## src/hdl/ubx_pkg.sv

```systemverilog
// Shared types for the UBX frame parser: configuration bundle and result word.
`timescale 1ns / 1ps

package ubx_pkg;

  // Configuration register indexes.
  localparam logic [2:0] CFG_SYNC_FIRST  = 3'd0;
  localparam logic [2:0] CFG_SYNC_SECOND = 3'd1;
  localparam logic [2:0] CFG_NAV_CLS     = 3'd2;
  localparam logic [2:0] CFG_LLH_ID      = 3'd3;
  localparam logic [2:0] CFG_VELNED_ID   = 3'd4;
  localparam logic [2:0] CFG_SOL_ID      = 3'd5;
  localparam logic [2:0] CFG_SVINFO_ID   = 3'd6;

  // Reset values of the configuration registers.
  localparam logic [7:0] RST_SYNC_FIRST  = 8'hB5;
  localparam logic [7:0] RST_SYNC_SECOND = 8'h62;
  localparam logic [7:0] RST_NAV_CLS     = 8'h01;
  localparam logic [7:0] RST_LLH_ID      = 8'h02;
  localparam logic [7:0] RST_VELNED_ID   = 8'h12;
  localparam logic [7:0] RST_SOL_ID      = 8'h06;
  localparam logic [7:0] RST_SVINFO_ID   = 8'h30;

  typedef struct packed {
    logic [7:0] sync_first;
    logic [7:0] sync_second;
    logic [7:0] nav_cls;
    logic [7:0] llh_id;
    logic [7:0] velned_id;
    logic [7:0] sol_id;
    logic [7:0] svinfo_id;
  } cfg_t;

  typedef struct packed {
    logic        payload_valid;
    logic [7:0]  payload_byte;
    logic [15:0] bytes_remaining;
    logic [7:0]  frame_class;
    logic [7:0]  frame_id;
    logic        frame_good;
    logic [3:0]  nav_flag_bits;
  } result_t;

endpackage

```

## src/hdl/ubx_cfg_regs.sv

```systemverilog
// Configuration register file of the UBX frame parser.
`timescale 1ns / 1ps

module ubx_cfg_regs
  import ubx_pkg::*;
(
  input  logic       clk,
  input  logic       rst_n,
  input  logic       wr_en,
  input  logic [2:0] wr_index,
  input  logic [7:0] wr_data,
  output cfg_t       cfg
);

  cfg_t cfg_r;

  // Write one register per accepted word; unknown indexes are dropped.
  always_ff @(posedge clk) begin
    if (!rst_n) begin
      cfg_r.sync_first  <= RST_SYNC_FIRST;
      cfg_r.sync_second <= RST_SYNC_SECOND;
      cfg_r.nav_cls     <= RST_NAV_CLS;
      cfg_r.llh_id      <= RST_LLH_ID;
      cfg_r.velned_id   <= RST_VELNED_ID;
      cfg_r.sol_id      <= RST_SOL_ID;
      cfg_r.svinfo_id   <= RST_SVINFO_ID;
    end else if (wr_en) begin
      case (wr_index)
        CFG_SYNC_FIRST:  cfg_r.sync_first  <= wr_data;
        CFG_SYNC_SECOND: cfg_r.sync_second <= wr_data;
        CFG_NAV_CLS:     cfg_r.nav_cls     <= wr_data;
        CFG_LLH_ID:      cfg_r.llh_id      <= wr_data;
        CFG_VELNED_ID:   cfg_r.velned_id   <= wr_data;
        CFG_SOL_ID:      cfg_r.sol_id      <= wr_data;
        CFG_SVINFO_ID:   cfg_r.svinfo_id   <= wr_data;
        default: ;
      endcase
    end
  end

  assign cfg = cfg_r;

endmodule

```

## src/hdl/ubx_parse_core.sv

```systemverilog
// Frame state machine and Fletcher-8 checksum of the UBX frame parser.
`timescale 1ns / 1ps

module ubx_parse_core
  import ubx_pkg::*;
(
  input  logic       clk,
  input  logic       rst_n,
  input  logic       step_en,
  input  logic [7:0] rx_byte,
  input  cfg_t       cfg,
  output result_t    res
);

  localparam logic [3:0] PH_SYNC1   = 4'd0;
  localparam logic [3:0] PH_SYNC2   = 4'd1;
  localparam logic [3:0] PH_CLASS   = 4'd2;
  localparam logic [3:0] PH_ID      = 4'd3;
  localparam logic [3:0] PH_LENLO   = 4'd4;
  localparam logic [3:0] PH_LENHI   = 4'd5;
  localparam logic [3:0] PH_PAYLOAD = 4'd6;
  localparam logic [3:0] PH_CKA     = 4'd7;
  localparam logic [3:0] PH_CKB     = 4'd8;

  logic [3:0]  phase_r, phase_nxt;
  logic [7:0]  class_r, class_nxt;
  logic [7:0]  id_r, id_nxt;
  logic [15:0] len_r, len_nxt;
  logic [7:0]  sum_a_r, sum_a_nxt;
  logic [7:0]  sum_b_r, sum_b_nxt;
  logic [7:0]  sum_a_add;
  logic [15:0] len_full;
  logic [15:0] len_dec;
  logic [3:0]  flags;

  assign sum_a_add = sum_a_r + rx_byte;
  assign len_full  = {rx_byte, len_r[7:0]};
  assign len_dec   = len_r - 16'd1;

  // Flag bits for a navigation frame, one per matching id register.
  always_comb begin
    flags = 4'd0;
    if (class_r == cfg.nav_cls) begin
      flags[3] = (id_r == cfg.svinfo_id);
      flags[2] = (id_r == cfg.sol_id);
      flags[1] = (id_r == cfg.llh_id);
      flags[0] = (id_r == cfg.velned_id);
    end
  end

  // Next phase and field capture for the incoming byte.
  always_comb begin
    phase_nxt = PH_SYNC1;
    class_nxt = class_r;
    id_nxt    = id_r;
    len_nxt   = len_r;
    res       = '0;
    case (phase_r)
      PH_SYNC1: begin
        phase_nxt = (rx_byte == cfg.sync_first) ? PH_SYNC2 : PH_SYNC1;
      end
      PH_SYNC2: begin
        phase_nxt = (rx_byte == cfg.sync_second) ? PH_CLASS : PH_SYNC1;
      end
      PH_CLASS: begin
        class_nxt = rx_byte;
        phase_nxt = PH_ID;
      end
      PH_ID: begin
        id_nxt    = rx_byte;
        phase_nxt = PH_LENLO;
      end
      PH_LENLO: begin
        len_nxt   = {8'd0, rx_byte};
        phase_nxt = PH_LENHI;
      end
      PH_LENHI: begin
        len_nxt   = len_full;
        phase_nxt = (len_full == 16'd0) ? PH_CKA : PH_PAYLOAD;
      end
      PH_PAYLOAD: begin
        res.payload_valid   = 1'b1;
        res.payload_byte    = rx_byte;
        res.bytes_remaining = len_r;
        len_nxt             = len_dec;
        phase_nxt           = (len_dec == 16'd0) ? PH_CKA : PH_PAYLOAD;
      end
      PH_CKA: begin
        phase_nxt = (rx_byte == sum_a_r) ? PH_CKB : PH_SYNC1;
      end
      PH_CKB: begin
        if (rx_byte == sum_b_r) begin
          res.frame_good    = 1'b1;
          res.nav_flag_bits = flags;
        end
        phase_nxt = PH_SYNC1;
      end
      default: begin
        phase_nxt = PH_SYNC1;
      end
    endcase
    res.frame_class = class_nxt;
    res.frame_id    = id_nxt;
  end

  // The checksum covers bytes from class through payload; a resync clears it.
  always_comb begin
    sum_a_nxt = sum_a_r;
    sum_b_nxt = sum_b_r;
    if (phase_nxt >= PH_ID && phase_nxt <= PH_CKA) begin
      sum_a_nxt = sum_a_add;
      sum_b_nxt = sum_b_r + sum_a_add;
    end else if (phase_nxt == PH_SYNC1) begin
      sum_a_nxt = 8'd0;
      sum_b_nxt = 8'd0;
    end
  end

  // Parser state advances once per accepted word.
  always_ff @(posedge clk) begin
    if (!rst_n) begin
      phase_r <= PH_SYNC1;
      class_r <= 8'd0;
      id_r    <= 8'd0;
      len_r   <= 16'd0;
      sum_a_r <= 8'd0;
      sum_b_r <= 8'd0;
    end else if (step_en) begin
      phase_r <= phase_nxt;
      class_r <= class_nxt;
      id_r    <= id_nxt;
      len_r   <= len_nxt;
      sum_a_r <= sum_a_nxt;
      sum_b_r <= sum_b_nxt;
    end
  end

endmodule

```

## src/hdl/ubx_out_reg.sv

```systemverilog
// Result register of the UBX frame parser, refilled in the cycle it empties.
`timescale 1ns / 1ps

module ubx_out_reg
  import ubx_pkg::*;
(
  input  logic    clk,
  input  logic    rst_n,
  input  logic    load,
  input  result_t res_in,
  input  logic    out_ready,
  output logic    out_valid,
  output logic    can_load,
  output result_t res_out
);

  logic    valid_r;
  result_t res_r;

  assign can_load  = !valid_r || out_ready;
  assign out_valid = valid_r;
  assign res_out   = res_r;

  // Valid flag: set on load, cleared when the word is taken without a new one.
  always_ff @(posedge clk) begin
    if (!rst_n) begin
      valid_r <= 1'b0;
    end else if (load) begin
      valid_r <= 1'b1;
    end else if (out_ready) begin
      valid_r <= 1'b0;
    end
  end

  // Result payload.
  always_ff @(posedge clk) begin
    if (load) begin
      res_r <= res_in;
    end
  end

endmodule

```

## src/hdl/ubx_frame_parser.sv

```systemverilog
// Top level of the UBX frame parser.
//
//   channel  direction  handshake             payload
//   in_      input      in_valid / in_ready   in_rx_byte
//   out_     output     out_valid / out_ready result fields, one word per input byte
//   cfg_     input      cfg_valid / cfg_ready cfg_index, cfg_data
//
// The state machine and checksum update in the cycle an input byte is accepted and
// its result lands in the output register.
// One byte per cycle is sustained while out_ready is high; a stall on the output
// holds in_ready low only while the output register is full and not taken.
// Synchronous active-low reset returns the parser to sync hunting and loads the
// default register values. Configuration writes are always accepted.
`timescale 1ns / 1ps

module ubx_frame_parser
  import ubx_pkg::*;
(
  input  logic        clk,
  input  logic        rst_n,
  input  logic        in_valid,
  output logic        in_ready,
  input  logic [7:0]  in_rx_byte,
  output logic        out_valid,
  input  logic        out_ready,
  output logic        out_payload_valid,
  output logic [7:0]  out_payload_byte,
  output logic [15:0] out_bytes_remaining,
  output logic [7:0]  out_frame_class,
  output logic [7:0]  out_frame_id,
  output logic        out_frame_good,
  output logic [3:0]  out_nav_flag_bits,
  input  logic        cfg_valid,
  output logic        cfg_ready,
  input  logic [2:0]  cfg_index,
  input  logic [7:0]  cfg_data
);

  cfg_t    cfg;
  result_t step_res;
  result_t res_q;
  logic    can_load;
  logic    step_en;

  assign cfg_ready = 1'b1;
  assign in_ready  = can_load;
  assign step_en   = in_valid && can_load;

  ubx_cfg_regs u_cfg (
    .clk      (clk),
    .rst_n    (rst_n),
    .wr_en    (cfg_valid),
    .wr_index (cfg_index),
    .wr_data  (cfg_data),
    .cfg      (cfg)
  );

  ubx_parse_core u_core (
    .clk     (clk),
    .rst_n   (rst_n),
    .step_en (step_en),
    .rx_byte (in_rx_byte),
    .cfg     (cfg),
    .res     (step_res)
  );

  ubx_out_reg u_out (
    .clk       (clk),
    .rst_n     (rst_n),
    .load      (step_en),
    .res_in    (step_res),
    .out_ready (out_ready),
    .out_valid (out_valid),
    .can_load  (can_load),
    .res_out   (res_q)
  );

  // Result word fields onto their ports.
  assign out_payload_valid   = res_q.payload_valid;
  assign out_payload_byte    = res_q.payload_byte;
  assign out_bytes_remaining = res_q.bytes_remaining;
  assign out_frame_class     = res_q.frame_class;
  assign out_frame_id        = res_q.frame_id;
  assign out_frame_good      = res_q.frame_good;
  assign out_nav_flag_bits   = res_q.nav_flag_bits;

endmodule
```

## config.mk

```make
export PLATFORM = sky130hd
export DESIGN_NAME = ubx_frame_parser
export DESIGN_NICKNAME = d
export VERILOG_FILES = /design/src/hdl/ubx_pkg.sv /design/src/hdl/ubx_cfg_regs.sv /design/src/hdl/ubx_parse_core.sv /design/src/hdl/ubx_out_reg.sv /design/src/hdl/ubx_frame_parser.sv
export SDC_FILE = /design/constraint.sdc
export NUM_CORES = 1
export LEC_CHECK = 0
export ABC_AREA = 1
export BUFFER_PORTS_ARGS = -buffer_cell sky130_fd_sc_hd__buf_2
export CELL_PAD_IN_SITES_DETAIL_PLACEMENT = 0
export CELL_PAD_IN_SITES_GLOBAL_PLACEMENT = 1
export CORE_ASPECT_RATIO = 0.8
export CORE_MARGIN = 8
export CORE_UTILIZATION = 35
export CTS_CLUSTER_DIAMETER = 40
export DETAILED_ROUTE_END_ITERATION = 10
export GPL_TIMING_DRIVEN = 0
export MAX_ROUTING_LAYER = met4
export PLACE_DENSITY = 0.74
export SYNTH_ARGS = -nofsm -noshare
export SYNTH_HDL_FRONTEND = slang
export SYNTH_SLANG_ARGS = --single-unit
```

## constraint.sdc

```tcl
create_clock -name clk -period 4.9 [get_ports clk]
set_clock_uncertainty 0.15 [all_clocks]
set_input_delay 0.49 -clock clk [delete_from_list [all_inputs] [get_ports clk]]
set_output_delay 0.49 -clock clk [all_outputs]
set_load 0.02 [all_outputs]
```

==> results by group, run 1 <==
Status
  • Status: complete, no violations

Worst setup path
  • CP max FO: 3
  • Worst R2R Start: u_core.sum_a_r[0]$_SDFFE_PN0P_
  • CP Data Arrival Time: 3.34 ns
  • CP required: 5.11 ns
  • CP startpoint: u_core.sum_a_r[0]$_SDFFE_PN0P_
  • Critical path class: reg -> reg
  • CP endpoint kind: flip-flop
  • Startpoint Class: flip-flop

Logic synthesis
  • Mapped Area: 8080 um2
  • Seq/Total Area, Yosys: 44.1%
  • Yosys top cell area share: 27.0%
  • Number of flops mapped to enable cells by yosys: 46
  • Seq cells post-synth: 155
  • Synth Flop Type: dfxtp_1
  • Ys Warns: 0
  • Post-Syn Nets: 1043
  • Synth area leader: dfxtp_1
  • Mapped Avg Cell Area: 8.07 um2
  • Synth Instances: 1001
  • Ys async rst share: 0%
  • Ranking of synthesized cells by area: dfxtp_1 (27%), edfxtp_1 (17%), nor2_1 (8.2%), nand2_1 (6.2%), o21ai_0 (5.7%)
  • Yosys cell types: 53

CTS
  • Cts hold-fix bufs: 0
  • Clock Sinks: 155
  • Cts repair resizes: 0
  • # H-tree levels: 4
  • Postcts setup bufs: 0
  • CTS Buf Count: 17
  • CTS tree: yes
  • Worst skew pair latency: 0.43 ns
  • Root buf cell: clkbuf_16
  • Reg clk slew, reported paths: 0.06 ns
  • Clk buf depth: 2

Global route
  • Initial antenna violation count: 1
  • Aggregate global-route resource usage: 16.7%
  • Number of global-route vias before repair: 6378
  • Total grt overflow: 0
  • First-pass GRT wire length: 36000 um
  • Pin count of the biggest net entering global routing: 35

Floorplanning
  • Num rows: 49
  • Die extent in y: 152 um
  • Core area: 22600 um2
  • Die area: 28200 um2
  • Die X-Extent: 186 um
  • Starting Density: 35.8%
  • I/O pin count: 73

Power and ir drop
  • NetSw: 1.02 mW
  • Seq pwr share: 42.9%
  • VDD IR-drop max: 0.000252 V
  • PD cells: 358 nW/um2
  • Sw frac: 30.4%
  • Clk pwr share: 37.9%
  • Total power: 3.36 mW
  • Internal power: 2.34 mW
  • Combinational Power Share: 19.3%
  • Leakage power: 4.11 nW

Timing
  • # setup viols final: 0
  • Max Clk Rate: 0.320 GHz
  • Worst slew margin: 38.9%
  • Min Tclk post-route: 3.13 ns
  • Final worst-path cycle share: 63.8%
  • RSZ-0062 raised after global routing: no
  • Pins Over Slew Limit: 0
  • Setup_tns: 0 ns
  • Final Hold Vio Count: 0
  • Worst-margin pin slew: 0.909 ns

Min path
  • Min-delay worst type: in -> reg
  • Hold path startpoint: out_ready

Placement
  • Dpl hpwl: 16700 um
  • Input/output buffers: 69
  • GP Congestion: 0.828
  • Placed cell count: 1377
  • DP Area: 8830 um2

Cells and area
  • Final Non-Filler Cells: 1410
  • Leading cell types in the layout, fill and taps excluded: nor2_1 (176), nand2_1 (134), dfxtp_1 (109)
  • Layout area overhead: 16.2%
  • Commonest non-fill, non-tap cell in the layout: nor2_1
  • Design Area, Final: 9390 um2
  • Net total in the final layout: 1132
  • Final Util: 41.6%
  • Fraction of layout cells with a size suffix above 1: 18.1%

Routing
  • First DRT Iteration DRCs: 484
  • Vias per cell: 4.86
  • Antenna Nets Post-Route: 0
  • Wirelength, routed: 22800 um
  • Drt drc: 0
  • Via count of the routed design: 6847
  • Drt wl/cell: 16.2 um
  • Pre-antenna DRT Iters: 6

Job
  • Max-Cap Viols: 0
-- final timing paths --
path              cells past startpoint  slack [ns]                        endpoint
hold reg to reg                       2        0.32  u_core.sum_a_r[3]$_SDFFE_PN0P_
setup reg to reg                     17        1.77  u_core.sum_b_r[7]$_SDFFE_PN0P_
setup / recovery                     17        1.77  u_core.sum_b_r[7]$_SDFFE_PN0P_
hold / removal                        4        0.25    u_out.out_valid$_SDFFE_PN0P_
-- per-stage QoR --
stage	setup slack (ns)	hold WS, ns
after global routing	1.52	0.263
after CTS	1.76	0.238
after global placement	0.570	0.313
after detailed placement	1.39	0.315
after floorplan	1.55	0.293
final	1.77	0.253
-- cells by family (layout without fill, tap and decap cells) --
logic type | after synthesis | in the layout | share of synthesized area (%)
AND/OR/NAND/NOR | 447 | 447 | 25.9
AO/OA/AOI/OAI | 164 | 164 | 11.8
flip-flops | 155 | 155 | 44.1
buffers and inverters | 148 | 250 | 7.85
XOR/XNOR | 68 | 68 | 7.37
adder cells (fa/ha/maj) | 18 | 18 | 2.97
other | 1 | 2 | 0.0464
-- worst max-delay path, stage by stage (launching register included) --
cell and delay, ns:
dfxtp_1 0.33, ha_1 0.21, fa_1 0.40, a21oi_1 0.18, o21ai_0 0.15, nand2_1 0.09
nand2_1 0.05, a21oi_1 0.15, xnor2_1 0.11, ha_1 0.33, nand2_1 0.07, inv_1 0.06
nand4_1 0.09, o211ai_1 0.13, xor2_1 0.20, xor2_1 0.16, nand2_1 0.08, a21oi_2 0.12
-- cell type report --
type	count	area [um2]
Tap cell	306	383
Inverter	108	409
Clock inverter	12	113
Antenna cell	1	2.50
Sequential cell	155	3560
Fill cell	2338	13200
Clock buffer	20	447
Timing Repair Buffer	70	365
Buffer	40	226
Multi-Input combinational cell	698	3880
-- Yosys cell counts (4+ instances only) --
library cell / n
nor2_1: 176
nand2_1: 134
dfxtp_1: 109
inv_1: 93
o21ai_0: 92
edfxtp_1: 46
xnor2_1: 46
nand3_1: 44
a21oi_1: 28
clkbuf_1: 25
xor2_1: 22
nand3_2: 17
nand4_1: 17
nor2_2: 17
a21oi_2: 16
ha_1: 16
inv_2: 11
nand2_2: 10
nor3_1: 9
a221oi_1: 7
a22oi_1: 6
nor2_4: 6
buf_2: 5
o21ai_1: 4
o22ai_1: 4
-- power by group through the flow --
stage	combinational, mW	sequential [mW]	clock (mW)
final	0.648	1.44	1.27
after global routing	0.723	1.45	1.34
after CTS	0.650	1.44	1.29
after detailed placement	0.646	1.47	0
after global placement	0.637	1.47	0
after floorplan	0.442	1.49	0
-- sequential cells by signal (all words and copies together), names as in the netlist --
register and cells:
u_core.sum_b_r 8, u_core.id_r 8, u_out.res_out 46, u_core.len_r 16, u_out.out_valid 1, u_core.sum_a_r 8, u_cfg.cfg 56, u_core.phase_r 4
u_core.class_r 8
-- routing by layer --
layer	part of all wire [%]	vias up	global-route usage, %
met1	49	3210	23.5
met3	6.2	19	2.55
met4	1.0	0	4.27
li1	-	3447	-
met2	44	171	24.6
met5	0	-	-
No activity file was read; power rests on OpenSTA's default activity.
==> inputs of run 2 (changes only) <==
- ABC_AREA: 1 -> 0
- PLACE_DENSITY: 0.74 -> 0.73
- clock period: 4.9 -> 3 ns (I/O delays scaled with it)
==> run 2 against run 1 <==
Effect of this change:
- the flow now finishes with violations (setup timing)
- sequential power is 57% higher
- worst hold slack worse by 0.21 ns
- clock power is 66% higher
- combinational power is 26% lower
- register-to-register slack worse by 1.8 ns
- worst setup slack worse by 1.8 ns
- total power is 44% higher
- maximum frequency is 4.2% higher
- first-iteration DRC count is 14% lower
- critical endpoint unchanged
- largest cell class unchanged
- largest power group unchanged
==> results by group, run 2 <==
Timing
  • Min Tclk post-route: 3.00 ns (-0.126 ns)
  • Worst slew margin: 38.6% (-0.34 points)
  • Final Hold Vio Count: 0 (unchanged)
  • Post-route setup slack: -0.00271 ns (-1.77 ns)
  • Pins Over Slew Limit: 0 (unchanged)
  • Worst-margin pin slew: 0.914 ns (+0.00511 ns)
  • Max Clk Rate: 0.333 GHz (+4.2%)
  • Final worst-path cycle share: 100% (+36 points)
  • # setup viols final: 1 (+1)
  • RSZ-0062 raised after global routing: yes

Logic synthesis
  • Top cells by count, synth: nand2_1 (174), dfxtp_1 (109), a21oi_1 (77)
  • Synth Flop Type: dfxtp_1
  • Mapped Avg Cell Area: 9.12 um2 (+13%)
  • Seq/Total Area, Yosys: 46.4% (+2.4 points)
  • Post-Syn Nets: 883 (-15%)
  • Ys async rst share: 0% (unchanged)
  • Number of flops mapped to enable cells by yosys: 46 (unchanged)
  • Xor-xnor portion of the synthesized cell area: 9.59% (+2.2 points)
  • Ranking of synthesized cells by area: dfxtp_1 (28%), edfxtp_1 (18%), nand2_1 (8.5%), xnor2_1 (5.8%), a21oi_1 (5.0%)
  • Yosys top cell area share: 28.4% (+1.4 points)
  • Main combinational cell family by area after synthesis: simple AND/OR/NAND/NOR gates
  • Synth area leader: dfxtp_1
  • Synth Area in Compound Gates: 13.0% (+1.2 points)
  • Count leader, synth: nand2_1
  • Ys Warns: 0 (unchanged)
  • Adder-cell area share of the yosys netlist: 3.13% (+0.16 points)
  • Simple-Gate Fraction of Synth Area: 21.6% (-4.3 points)
  • Yosys cell types: 68 (+28%)
  • Post-synthesis mux area share: 2.35% (+2.3 points)
  • Mapped Area: 7670 um2 (-5.1%)
  • Seq cells post-synth: 155 (unchanged)
  • Synth Instances: 841 (-16%)

Worst setup path
  • Critical path class: reg -> reg
  • CP max FO: 4 (+1)
  • CP startpoint: u_core.sum_a_r[0]$_SDFFE_PN0P_
  • R2r setup slk: -0.003 ns (-1.77 ns)
  • Crit path to: u_core.sum_b_r[7]$_SDFFE_PN0P_
  • Worst reg2reg path endpoint: u_core.sum_b_r[7]$_SDFFE_PN0P_
  • CP Data Arrival Time: 3.16 ns (-0.18 ns)
  • CP required: 3.15 ns (-1.96 ns)
  • CP endpoint kind: flip-flop
  • Worst R2R Start: u_core.sum_a_r[0]$_SDFFE_PN0P_
  • Worst reg2reg path depth: 13 (-4)
  • Startpoint Class: flip-flop

Placement
  • Dpl ws: -0.292 ns (-1.68 ns)
  • Dpl hpwl: 15000 um (-11%)
  • GP Congestion: 0.839 (+1.3%)
  • DP Area: 8390 um2 (-5.0%)
  • Input/output buffers: 71 (+2.9%)

Cells and area
  • Layout area overhead: 17.8%
  • Leading cell types in the layout, fill and taps excluded: nand2_1 (174), dfxtp_1 (108), buf_2 (87)
  • Net total in the final layout: 976 (-14%)
  • Fraction of layout cells with a size suffix above 1: 17.8% (-0.29 points)
  • Design Area, Final: 9040 um2 (-3.7%)
  • Commonest non-fill, non-tap cell in the layout: nand2_1
  • Filler cells: 2140 (-8.5%)
  • Max FFs per register: 56 (unchanged)

Job
  • Max-Cap Viols: 0 (unchanged)

CTS
  • Clk buf depth: 2 (unchanged)
  • CTS tree: yes
  • # H-tree levels: 4 (unchanged)
  • Worst skew pair latency: 0.43 ns (about the same)
  • Clock Sinks: 155 (unchanged)
  • Root buf cell: clkbuf_16
  • Reg clk slew, reported paths: 0.06 ns (about the same)
  • CTS Buf Count: 17 (unchanged)

Power and ir drop
  • Leakage power: 3.49 nW (-15%)
  • VDD IR-drop max: 0.000304 V (+21%)
  • PD cells: 536 nW/um2 (+50%)

Floorplanning
  • Starting Density: 35.6% (-0.23 points)
  • Die X-Extent: 182 um (-2.3%)
  • Die extent in y: 148 um (-2.3%)
  • I/O pin count: 73 (unchanged)
  • Core area: 21600 um2 (-4.4%)
  • Die area: 26900 um2 (-4.6%)
  • Num rows: 48 (-2.0%)

Min path
  • Min-delay worst type: in -> reg

Routing
  • Drt wl/cell: 17.7 um (+9.6%)
  • Antenna Nets Post-Route: 0 (unchanged)
  • Drt drc: 0 (unchanged)
  • Vias per cell: 5.09 (+4.7%)
  • Wirelength, routed: 21700 um (-4.9%)
  • Via count of the routed design: 6219 (-9.2%)
  • Pre-antenna DRT Iters: 7 (+1)
  • First DRT Iteration DRCs: 415 (-14%)

Global route
  • Aggregate global-route resource usage: 16.7% (about the same)
  • Number of global-route vias before repair: 6083 (-4.6%)
  • Pin count of the biggest net entering global routing: 32 (-8.6%)
  • First-pass GRT wire length: 34300 um (-4.5%)
  • Total grt overflow: 0 (unchanged)
  • Initial antenna violation count: 1 (unchanged)

Status
  • Failing checks: setup timing
  • Status: finished with violations
run 2: cell types whose count changed in the layout (fill, tap and decap cells not counted), sizes merged, moves of 13 or more:
cell | before | now
a22o | 0 | 15
nand3 | 61 | 35
and2 | 1 | 22
buf | 82 | 95
nand2 | 146 | 174
mux2 | 0 | 16
inv | 109 | 24
o21ai | 97 | 12
nor2 | 199 | 42
a21oi | 44 | 78
run 2: cell families (layout without fill, tap and decap cells):
kind of cell    count (synthesis)  count (layout)
compound gates                153             153
xor+xnor                       84              84
fa+ha+maj                      18              18
buf+inv                        67             173
flops                         155             155
mux                            16              16
other cells                     1               2
simple gates                  347             347
run 2: area by class of cell:
type	instances	area, um2	area share (%)
Buffer	50	234	2.59
Tap cell	275	344	3.81
Timing Repair Buffer	74	393	4.34
Clock buffer	20	457	5.05
Antenna cell	1	2.50	0.0277
Sequential cell	155	3560	39.4
Multi-Input combinational cell	619	3870	42.9
Inverter	17	63.8	0.706
Clock inverter	12	109	1.20
run 2: through the flow:
| stage | power [mW] | hold WS [ns] | TNS [ns] | util [%] | cells |
|---|---|---|---|---|---|
| after floorplan | 2.60 | 0.274 | 0 | - | 841 |
| after global placement | 2.77 | 0.304 | -48.67 | 38.9 | 1187 |
| after detailed placement | 2.77 | 0.310 | -0.419 | 38.9 | 1188 |
| after CTS | 4.88 | 0.0315 | 0 | 41.7 | 1221 |
| after global routing | 5.03 | 0.0411 | -0.156 | 41.9 | 1223 |
| final | 4.85 | 0.0464 | -0.00271 | 41.9 | 1223 |
run 2: worst max-delay path, stage by stage, from the launching register on:
cell and delay, ns:
dfxtp_2 0.33, ha_4 0.16, fa_2 0.39, a21o_1 0.22, a21oi_4 0.17, o21bai_1 0.11, a21oi_2 0.19, xnor2_2 0.10
ha_2 0.23, nor3_4 0.13, o211ai_1 0.18, and4_1 0.24, o221ai_1 0.18, a22oi_1 0.11
run 2: layer usage:
layer	wire, um	vias to the layer above	global-route usage [%]	share of wire (%)
met5	0	-	-	0
met3	1180	16	3.85	5.4
met2	8990	153	23.3	42
met4	215	0	4.21	0.99
li1	-	3114	-	-
met1	11300	2936	23.9	52
run 2: worst min path at each step:
stage | start | to | slack [ns] | cells past startpoint
floorplan | cfg_data[2] | u_cfg.cfg[10]$_SDFFE_PN1P_ | 0.27 | 2
CTS | out_ready | u_out.out_valid$_SDFFE_PN0P_ | 0.03 | 3
global route | cfg_data[5] | u_cfg.cfg[21]$_SDFFE_PN0P_ | 0.04 | 3
detailed placement | u_cfg.cfg[1]$_SDFFE_PN0P_ | u_cfg.cfg[1]$_SDFFE_PN0P_ | 0.31 | 2
finish | out_ready | u_out.out_valid$_SDFFE_PN0P_ | 0.05 | 3
global placement | u_cfg.cfg[43]$_SDFFE_PN0P_ | u_cfg.cfg[43]$_SDFFE_PN0P_ | 0.30 | 2
run 2: report_power, final:
group          switching [mW]  internal (mW)
sequential             0.0319           2.22
combinational           0.316          0.165
clock                   0.915           1.19
total                    1.26           3.58
run 2: repair_timing:
action	CTS	global route
pin swaps	3	13
gates cloned	0	0
setup endpoints to repair	2	2
hold buffers	1	0
buffers inserted	0	1
resized for setup	5	9
endpoints found under the hold margin	1	0
